--- config.mk ---
export PLATFORM = sky130hd
export DESIGN_NAME = humidity_temp_sensor_poller
export DESIGN_NICKNAME = d
export VERILOG_FILES = /design/src/hdl/htsp_pkg.sv /design/src/hdl/humidity_temp_sensor_poller.sv /design/src/hdl/htsp_core.sv
export SDC_FILE = /design/constraint.sdc
export NUM_CORES = 1
export LEC_CHECK = 0
export ABC_CLOCK_PERIOD_IN_PS = 9700
export BUFFER_PORTS_ARGS = -buffer_cell sky130_fd_sc_hd__buf_2
export CAP_MARGIN = 5
export CORE_MARGIN = 1.5
export CORE_UTILIZATION = 25
export CTS_CLUSTER_SIZE = 24
export DETAILED_ROUTE_END_ITERATION = 16
export MAX_ROUTING_LAYER = met4
export SLEW_MARGIN = 20
export SYNTH_ARGS = -nofsm -noshare
export SYNTH_HDL_FRONTEND = slang
export SYNTH_SLANG_ARGS = --single-unit
--- constraint.sdc ---
create_clock -name clk -period 9.7 [get_ports clk]
set_clock_uncertainty 0.1 [all_clocks]
set_input_delay 0.485 -clock clk [delete_from_list [all_inputs] [get_ports clk]]
set_output_delay 0.485 -clock clk [all_outputs]
set_load 0.1 [all_outputs]
--- src/hdl/htsp_pkg.sv ---
// Shared constants, types and the CRC-8 helper for the humidity/temperature poller.
`default_nettype none

package htsp_pkg;

    // Stream widths in bits.
    localparam int IN_DATA_W  = 32;
    localparam int OUT_DATA_W = 32;

    // Sensor command bytes.
    localparam logic [7:0] CMD_TEMPERATURE = 8'hF3;
    localparam logic [7:0] CMD_HUMIDITY    = 8'hF5;
    localparam logic [7:0] CMD_NONE        = 8'h00;

    // CRC-8 polynomial, zero initial value, no final XOR.
    localparam logic [7:0] CRC_POLY = 8'h31;

    // Humidity readings carry a status bit that is flipped before scaling.
    localparam logic [15:0] HUM_XOR_MASK = 16'h0002;

    // Fixed-point scale factors (value = (k * raw + half) >> 16 - offset).
    localparam logic [14:0] TEMP_SCALE  = 15'd17572;
    localparam logic [14:0] HUM_SCALE   = 15'd12500;
    localparam logic [30:0] ROUND_HALF  = 31'h0000_8000;
    localparam logic [15:0] TEMP_OFFSET = 16'd4685;
    localparam logic [15:0] HUM_OFFSET  = 16'd600;

    // Result status codes.
    localparam logic [1:0] ST_OK      = 2'd0;
    localparam logic [1:0] ST_POLLING = 2'd1;
    localparam logic [1:0] ST_TIMEOUT = 2'd2;
    localparam logic [1:0] ST_BADCRC  = 2'd3;

    // Action codes carried on the input tuser.
    localparam logic ACT_REQUEST  = 1'b0;
    localparam logic ACT_RESPONSE = 1'b1;

    // One result item.
    typedef struct packed {
        logic [1:0]        status;
        logic [7:0]        command;
        logic              is_temperature;
        logic signed [14:0] value;
    } htsp_result_t;

    // One CRC-8 byte update, MSB first.
    function automatic logic [7:0] crc8_byte(input logic [7:0] crc_in,
                                             input logic [7:0] data);
        logic [7:0] c;
        c = crc_in ^ data;
        for (int i = 0; i < 8; i++)
        begin
            if (c[7])
            begin
                c = {c[6:0], 1'b0} ^ CRC_POLY;
            end
            else
            begin
                c = {c[6:0], 1'b0};
            end
        end
        return c;
    endfunction

endpackage

`default_nettype wire

--- src/hdl/humidity_temp_sensor_poller.sv ---
// Top level of the alternating humidity/temperature sensor poller.
//
// Usage: the input stream carries one beat per poll event. tuser says whether
// the beat is a measurement request (0) or a received response (1); tdata holds
// the bus success flag and the three sensor bytes. Every input beat produces
// exactly one output beat with a status code, the command byte to send on a
// request, the phase the beat belonged to (tuser) and the converted reading in
// hundredths of a degree C or a percent RH.
// Registers: an accepted input beat passes the input register, then the
// result register. Throughput: one beat per cycle unless the receiver stalls;
// the CRC check and the single constant multiply sit between the registers.
// The phase starts at humidity after reset and toggles only on a response
// whose CRC matches. Reset empties both registers.
// When the receiver stalls, the result register holds its beat and the input
// register still takes one more beat; further input waits until the output
// drains.
`default_nettype none

module humidity_temp_sensor_poller #(
    parameter int IN_DATA_W  = htsp_pkg::IN_DATA_W,
    parameter int OUT_DATA_W = htsp_pkg::OUT_DATA_W
) (
    input  wire logic                  clk,
    input  wire logic                  rst_n,
    input  wire logic                  s_axis_tvalid,
    output logic                       s_axis_tready,
    // tdata: bus_ok, msb, lsb, crc_byte (from bit 0 up), zero padded.
    input  wire logic [IN_DATA_W-1:0]  s_axis_tdata,
    // tuser: action.
    input  wire logic                  s_axis_tuser,
    output logic                       m_axis_tvalid,
    input  wire logic                  m_axis_tready,
    // tdata: status, command, value (from bit 0 up), zero padded.
    output logic [OUT_DATA_W-1:0]      m_axis_tdata,
    // tuser: is_temperature.
    output logic                       m_axis_tuser
);

    logic                   in_valid_reg;
    logic                   in_valid_next;
    logic                   in_user_reg;
    logic [24:0]            in_data_reg;
    logic                   out_valid_reg;
    logic                   out_valid_next;
    htsp_pkg::htsp_result_t res_reg;
    htsp_pkg::htsp_result_t res_next;
    logic                   phase_reg;
    logic                   phase_next;
    logic                   toggle;
    logic                   out_free;
    logic                   advance;
    logic                   in_take;

    // Handshake: the result register takes a beat when it is empty or draining.
    assign out_free      = !out_valid_reg || m_axis_tready;
    assign advance       = in_valid_reg && out_free;
    assign s_axis_tready = !in_valid_reg || out_free;
    assign in_take       = s_axis_tvalid && s_axis_tready;

    assign in_valid_next  = in_take || (in_valid_reg && !out_free);
    assign out_valid_next = advance || (out_valid_reg && !m_axis_tready);
    assign phase_next     = (advance && toggle) ? !phase_reg : phase_reg;

    // Conversion logic between the two registers.
    htsp_core u_core (
        .phase    (phase_reg),
        .action   (in_user_reg),
        .bus_ok   (in_data_reg[0]),
        .msb      (in_data_reg[8:1]),
        .lsb      (in_data_reg[16:9]),
        .crc_byte (in_data_reg[24:17]),
        .result   (res_next),
        .toggle   (toggle)
    );

    // Control state.
    always_ff @(posedge clk or negedge rst_n)
    begin
        if (!rst_n)
        begin
            in_valid_reg  <= 1'b0;
            out_valid_reg <= 1'b0;
            phase_reg     <= 1'b0;
        end
        else
        begin
            in_valid_reg  <= in_valid_next;
            out_valid_reg <= out_valid_next;
            phase_reg     <= phase_next;
        end
    end

    // Payload registers.
    always_ff @(posedge clk)
    begin
        if (in_take)
        begin
            in_user_reg <= s_axis_tuser;
            in_data_reg <= s_axis_tdata[24:0];
        end
        if (advance)
        begin
            res_reg <= res_next;
        end
    end

    // Output packing.
    assign m_axis_tvalid = out_valid_reg;
    assign m_axis_tuser  = res_reg.is_temperature;
    assign m_axis_tdata  = {{(OUT_DATA_W - 25){1'b0}}, res_reg.value,
                            res_reg.command, res_reg.status};

    // A polling result always carries the command of its own phase.
    assert property (@(posedge clk) disable iff (!rst_n)
        (m_axis_tvalid && res_reg.status == htsp_pkg::ST_POLLING) |->
        (res_reg.command == (res_reg.is_temperature ? htsp_pkg::CMD_TEMPERATURE
                                                    : htsp_pkg::CMD_HUMIDITY)))
        else $error("polling result with wrong command");

    // Response results never carry a command byte.
    assert property (@(posedge clk) disable iff (!rst_n)
        (m_axis_tvalid && (res_reg.status == htsp_pkg::ST_OK ||
                           res_reg.status == htsp_pkg::ST_BADCRC)) |->
        (res_reg.command == htsp_pkg::CMD_NONE))
        else $error("response result with a command byte");

    // The phase only flips together with an ok result of the old phase.
    assert property (@(posedge clk) disable iff (!rst_n)
        (phase_reg != $past(phase_reg)) |->
        (out_valid_reg && res_reg.status == htsp_pkg::ST_OK &&
         res_reg.is_temperature == $past(phase_reg)))
        else $error("phase changed without a good reading");

    // A nonzero value only comes with an ok status.
    assert property (@(posedge clk) disable iff (!rst_n)
        (m_axis_tvalid && res_reg.value != 15'sd0) |->
        (res_reg.status == htsp_pkg::ST_OK))
        else $error("value on a non-ok result");

endmodule

`default_nettype wire

--- src/hdl/htsp_core.sv ---
// Combinational CRC check and fixed-point conversion for one registered item.
`default_nettype none

module htsp_core (
    input  wire logic                  phase,
    input  wire logic                  action,
    input  wire logic                  bus_ok,
    input  wire logic [7:0]            msb,
    input  wire logic [7:0]            lsb,
    input  wire logic [7:0]            crc_byte,
    output htsp_pkg::htsp_result_t     result,
    output logic                       toggle
);

    logic [7:0]         crc_calc;
    logic [15:0]        raw;
    logic [15:0]        x;
    logic [14:0]        scale;
    logic [15:0]        offset;
    logic [30:0]        prod;
    logic [30:0]        rounded;
    logic [14:0]        scaled;
    logic signed [15:0] conv;

    // CRC over the two reading bytes.
    assign crc_calc = htsp_pkg::crc8_byte(htsp_pkg::crc8_byte(8'h00, msb), lsb);
    assign raw      = {msb, lsb};

    // One shared constant multiply; the phase picks scale, offset and input.
    assign x      = phase ? raw : (raw ^ htsp_pkg::HUM_XOR_MASK);
    assign scale  = phase ? htsp_pkg::TEMP_SCALE : htsp_pkg::HUM_SCALE;
    assign offset = phase ? htsp_pkg::TEMP_OFFSET : htsp_pkg::HUM_OFFSET;

    assign prod    = {16'd0, scale} * {15'd0, x};
    assign rounded = prod + htsp_pkg::ROUND_HALF;
    assign scaled  = rounded[30:16];
    assign conv    = $signed({1'b0, scaled}) - $signed(offset);

    // Status, command and phase update.
    always_comb
    begin
        result.is_temperature = phase;
        result.command        = htsp_pkg::CMD_NONE;
        result.value          = '0;
        toggle                = 1'b0;
        if (action == htsp_pkg::ACT_REQUEST)
        begin
            result.command = phase ? htsp_pkg::CMD_TEMPERATURE : htsp_pkg::CMD_HUMIDITY;
            result.status  = bus_ok ? htsp_pkg::ST_POLLING : htsp_pkg::ST_TIMEOUT;
        end
        else if (!bus_ok)
        begin
            result.status = htsp_pkg::ST_TIMEOUT;
        end
        else if (crc_calc != crc_byte)
        begin
            result.status = htsp_pkg::ST_BADCRC;
        end
        else
        begin
            result.status = htsp_pkg::ST_OK;
            result.value  = conv[14:0];
            toggle        = 1'b1;
        end
    end

endmodule

`default_nettype wire
**Word level (Yosys, flattened, before mapping)**

Index checks and enable logic that the tools add are counted.

- Memories kept: 0
- ROM bits: 0
- Register bits after elaboration: 55
- Memory bits (writable): 0
- Latch bits: 0
- Output and inout bits: 35

- Divide/modulo/power cells: 0
- Bitwise gates (word level): 20
- Mux-type cells: 27
- Multipliers: 1
- Eq/ne operators: 1
- Magnitude comparators: 0
- Reductions and logical operators: 15
- $add $sub $neg: 2
- Shift-type cells: 0

Operators by type and width:

| operator | number |
|---|---|
| $mux 6 | 16 |
| $not 3->3 | 16 |
| $add 31x16->31 const B | 1 |
| $mul 15x16->31 | 1 |
| $mux 15 | 1 |
| $sub 15x15->15 | 1 |
| $mux 13 | 1 |
| $mux 2 | 5 |
| $ne 8x8->1 | 1 |
| $xor 8x8->8 | 1 |
| $logic_and 1x1->1 | 5 |
| $logic_not 1->1 | 5 |
| $logic_or 1x1->1 | 4 |
| $mux 1 | 3 |
| $mux 3 | 1 |
| $not 1->1 | 3 |
| $reduce_or 3->1 | 1 |

**Longest topological paths before layout**

- Depth in word-level cells: 38
- Gate-level depth with buffers: 32
- Depth with buffers taken out: 31

**Cells and area by module**

Synthesis repeated with hierarchy kept, for this count alone.

- Cells, all modules: 735
- Area total of the unflattened synthesis: 7,442.1 µm²

Modules (own cells, without submodules):

| module | instances | cells each | sequential area each (µm²) | area each (µm²) |
|---|---|---|---|---|
| htsp_core | 1 | 664 | 0.0 | 5,685.5 |
| humidity_temp_sensor_poller | 1 | 71 | 1,636.6 | 1,756.7 |

**Least setup slack after synthesis**

OpenSTA, ideal clock, no wires.

- Kind: register -> register
- Start: reg phase_reg
- End: reg res_reg, in the netlist m_axis_tdata[21], data pin
- Cell stages (with the launch flop): 29
- Path slack: 2.464 ns
- Arrival: 6.879 ns
- Buffers on the path: 3
- Path through: dfrtp_1 > clkbuf_1 > clkbuf_1 > clkbuf_1 > nand2_1 > nand2_1 > ha_1 > fa_1 > inv_1 > fa_1 > inv_1 > fa_1 > fa_1 > ha_1 > ha_1 > a211oi_1 > nand3_1 > a21oi_2 > nand2b_1 > xnor2_1 > ha_1 > and4b_1 > a211oi_1 > a41o_1 > o21ai_0 > and2_1 > o311ai_2 > xnor2_1 > nor2_1

- Word-level cells in the longest chain between the ends: 4
- Elaborated cells between the ends (all ways): 6
- Classes of those cells: 2 x add/sub; 1 x mul; 3 x mux

Ends and longest elaborated chain:

| what | RTL line | RTL |
|---|---|---|
| start: declaration | humidity_temp_sensor_poller.sv:47 | `logic phase_reg;` |
| start signal: assignment | humidity_temp_sensor_poller.sv:89 | `phase_reg <= phase_next;` |
| $mux 2 / $mux 15 (equally long branches) | htsp_core.sv:30, htsp_core.sv:31 |  |
| $mul 15x16->31 | htsp_core.sv:34 | `assign prod = {16'd0, scale} * {15'd0, x};` |
| $add 31x16->31 | htsp_core.sv:35 | `assign rounded = prod + htsp_pkg::ROUND_HALF;` |
| $sub 15x15->15 (*) | htsp_core.sv:37 | `assign conv = $signed({1'b0, scaled}) - $signed(offset);` |
| end signal: assignment | humidity_temp_sensor_poller.sv:103 | `res_reg <= res_next;` |
| end: declaration | humidity_temp_sensor_poller.sv:45 | `htsp_pkg::htsp_result_t res_reg;` |

Every way passes the cells marked *; elsewhere a longest branch is shown, timed or not.
A chain may end at the register's enable or synchronous reset.

**Final worst setup path**

Ends and elaborated chain as after synthesis.

==> run metrics <==
Worst EP required=9.65 ns; WP buf/inv=3; Synth Area in Compound Gates=8.72%; main area contributors after synthesis=ha_1 23%, fa_1 20%, edfxtp_1 20%; 1st-pass router iterations=4; Synth async-reset ratio=around 6%; Commonest cells post-synth=135 x ha_1, 128 x inv_1, 74 x fa_1; min-delay worst type=input port to flip-flop; period utilization=79.9%; clock root buffer=clkbuf_16; area of the die=0.0300 mm²; clock latency on the worst-skew pair=roughly 0.31 ns; Crit path max-delay family=adder cells; gate count of the mapped netlist=712; mapped cell area=0.00723 mm²; CTS Hold Bufs=1; Synth Area in Adders=43.8%; max-cap check violation count=0; setup TNS=0 ns; pin count of the biggest net entering global routing=35; Yosys cell types=68; Row Count=62; peak per-stage delay on the critical path=around 0.54 ns; H-tree depth=2; Die Ht=between 150 and 200 µm; GRT Residual Overflow=0; simple-gate portion of the synthesized area=9.98%; status=finished, final reports clean; RSZ-0062 raised after global routing=false; CTS tree=done; EDFF count, synth=47; Chip Width=173 µm; top-count cell post-synth=ha_1; clock-pin slew on the worst setup and hold paths=approximately 0.09 ns; Synth Flop Type=edfxtp_1; 1st-iter DRT viols=137; CP Max Fanout=34; Ports=slightly above 70; PostCTS Resize Cnt=0; GP Congestion=between 0.9 and 1; Hold Vio Cnt, Final=0; initial core utilization=25.3%; Post-layout nets=1014; Fmax=around 130 MHz; CP max-delay cell=fa_1; min cycle time layout=7.75 ns; Setup Viol. Count Final=0; Worst Setup End Kind=flip-flop; critical path arrival=between 7 and 8 ns; postcts setup bufs=0; core area=0.0286 mm²; post-synth top area cell=ha_1; WL final=14900 µm; n_diodes=0; synth-to-layout area growth=12.2%; # DRC=0; Yosys reg bits=50; initial antenna violation count=0; number of global-route vias before repair=5113; Synth Area in XOR/XNOR=7.28%; largest family of logic cells by synthesized area=adder cells; WHS=0.259 ns; DR WL/cell=12.9 µm; post-synthesis mux area share=0.588%; Via density=~4.2; sequential share of the synthesized area=roughly 21%; CTS sink cnt=50; Max clock buf depth=2; relative slew slack=39.0%; critical path class=flip-flop to flip-flop; first-pass GRT wire length=between 20000 and 25000 µm; yosys warns=0; Slew @ Worst Pin=0.914 ns; share of the synthesized area in the top cell type=23.4%; syn avg cell area=10.2 µm²; Worst Setup Start Kind=flip-flop; max reg flops=25; Pins Over Slew Limit=0; total CTS buffers=5; via count=4869; hpwl dp=approximately 13000 µm; All-Layer GR Usage=10.6%; port bufs=56; ratio of cells with drive above 1 in the final layout=12.4%; post-route ant nets=0
layout make-up:
cell class / count / area [µm²]
inverter: 128 / 480
tap: 384 / 480
sequential: 50 / 1490
clock buffer: 6 / 139
fill: 2994 / 20500
timing repair buffer: 60 / 313
multi-input combinational: 523 / 5170
clock inverter: 2 / 38.8
cells by family (layout without fill, tap and decap cells):
group,Yosys count,count (layout)
mux,4,4
buf+inv,159,196
simple gates,143,143
compound gates,88,88
flops,50,50
other cells,2,22
fa+ha+maj,209,209
xor+xnor,57,57
worst paths after layout:
| kind | from | to | slack, ns | cells after the start |
|---|---|---|---|---|
| worst min-delay path | s_axis_tdata[2] | in_data_reg[2] | 0.26 | 1 |
| max in group asynchronous | rst_n | in_valid_reg | 8.98 | 2 |
| worst min register to register | in_valid_reg | m_axis_tvalid | 0.38 | 1 |
| min in group asynchronous | rst_n | m_axis_tvalid | 0.39 | 2 |
| worst max-delay path | phase_reg | m_axis_tdata[21] | 1.95 | 28 |
| worst max register to register | phase_reg | m_axis_tdata[21] | 1.95 | 28 |
cell usage in the layout (no fill, tap or decap), types with 5 or more instances in the layout:
cell,netlist,layout
fa_1,74,74
nor2_1,46,46
ha_1,135,135
a21o_1,5,5
xor2_1,13,13
nand3_1,9,9
clkbuf_16,0,5
nor3_1,6,6
inv_1,128,128
nor2b_1,6,6
or2_2,9,9
nand2b_1,6,6
a211oi_1,9,9
xnor2_1,42,42
o21ai_0,20,20
conb_1,2,22
nand2_1,33,33
edfxtp_1,47,47
a21oi_1,14,14
and2_1,6,6
buf_2,3,56
metrics by stage:
step	instances	utilization [%]	cell area, µm²	worst slack [ns]
after floorplan	732	-	7310	2.46
after global placement	1144	27.7	7930	1.99
after detailed placement	1144	27.7	7930	1.89
after CTS	1153	28.3	8110	1.86
after global routing	1153	28.3	8110	1.41
final	1153	28.3	8110	1.95
routing by layer:
metal | share of wire, % | up-vias | wire, µm | GRT usage (%)
met5 | 0 | - | 0 | -
li1 | - | 2454 | - | -
met4 | 1.7 | 0 | 251 | 2.90
met2 | 52 | 60 | 7760 | 19.1
met1 | 44 | 2344 | 6580 | 12.6
met3 | 2.0 | 11 | 291 | 1.01
Power is not shown: default switching activity piles up to over one toggle a cycle in this logic, so the estimate is an artifact.
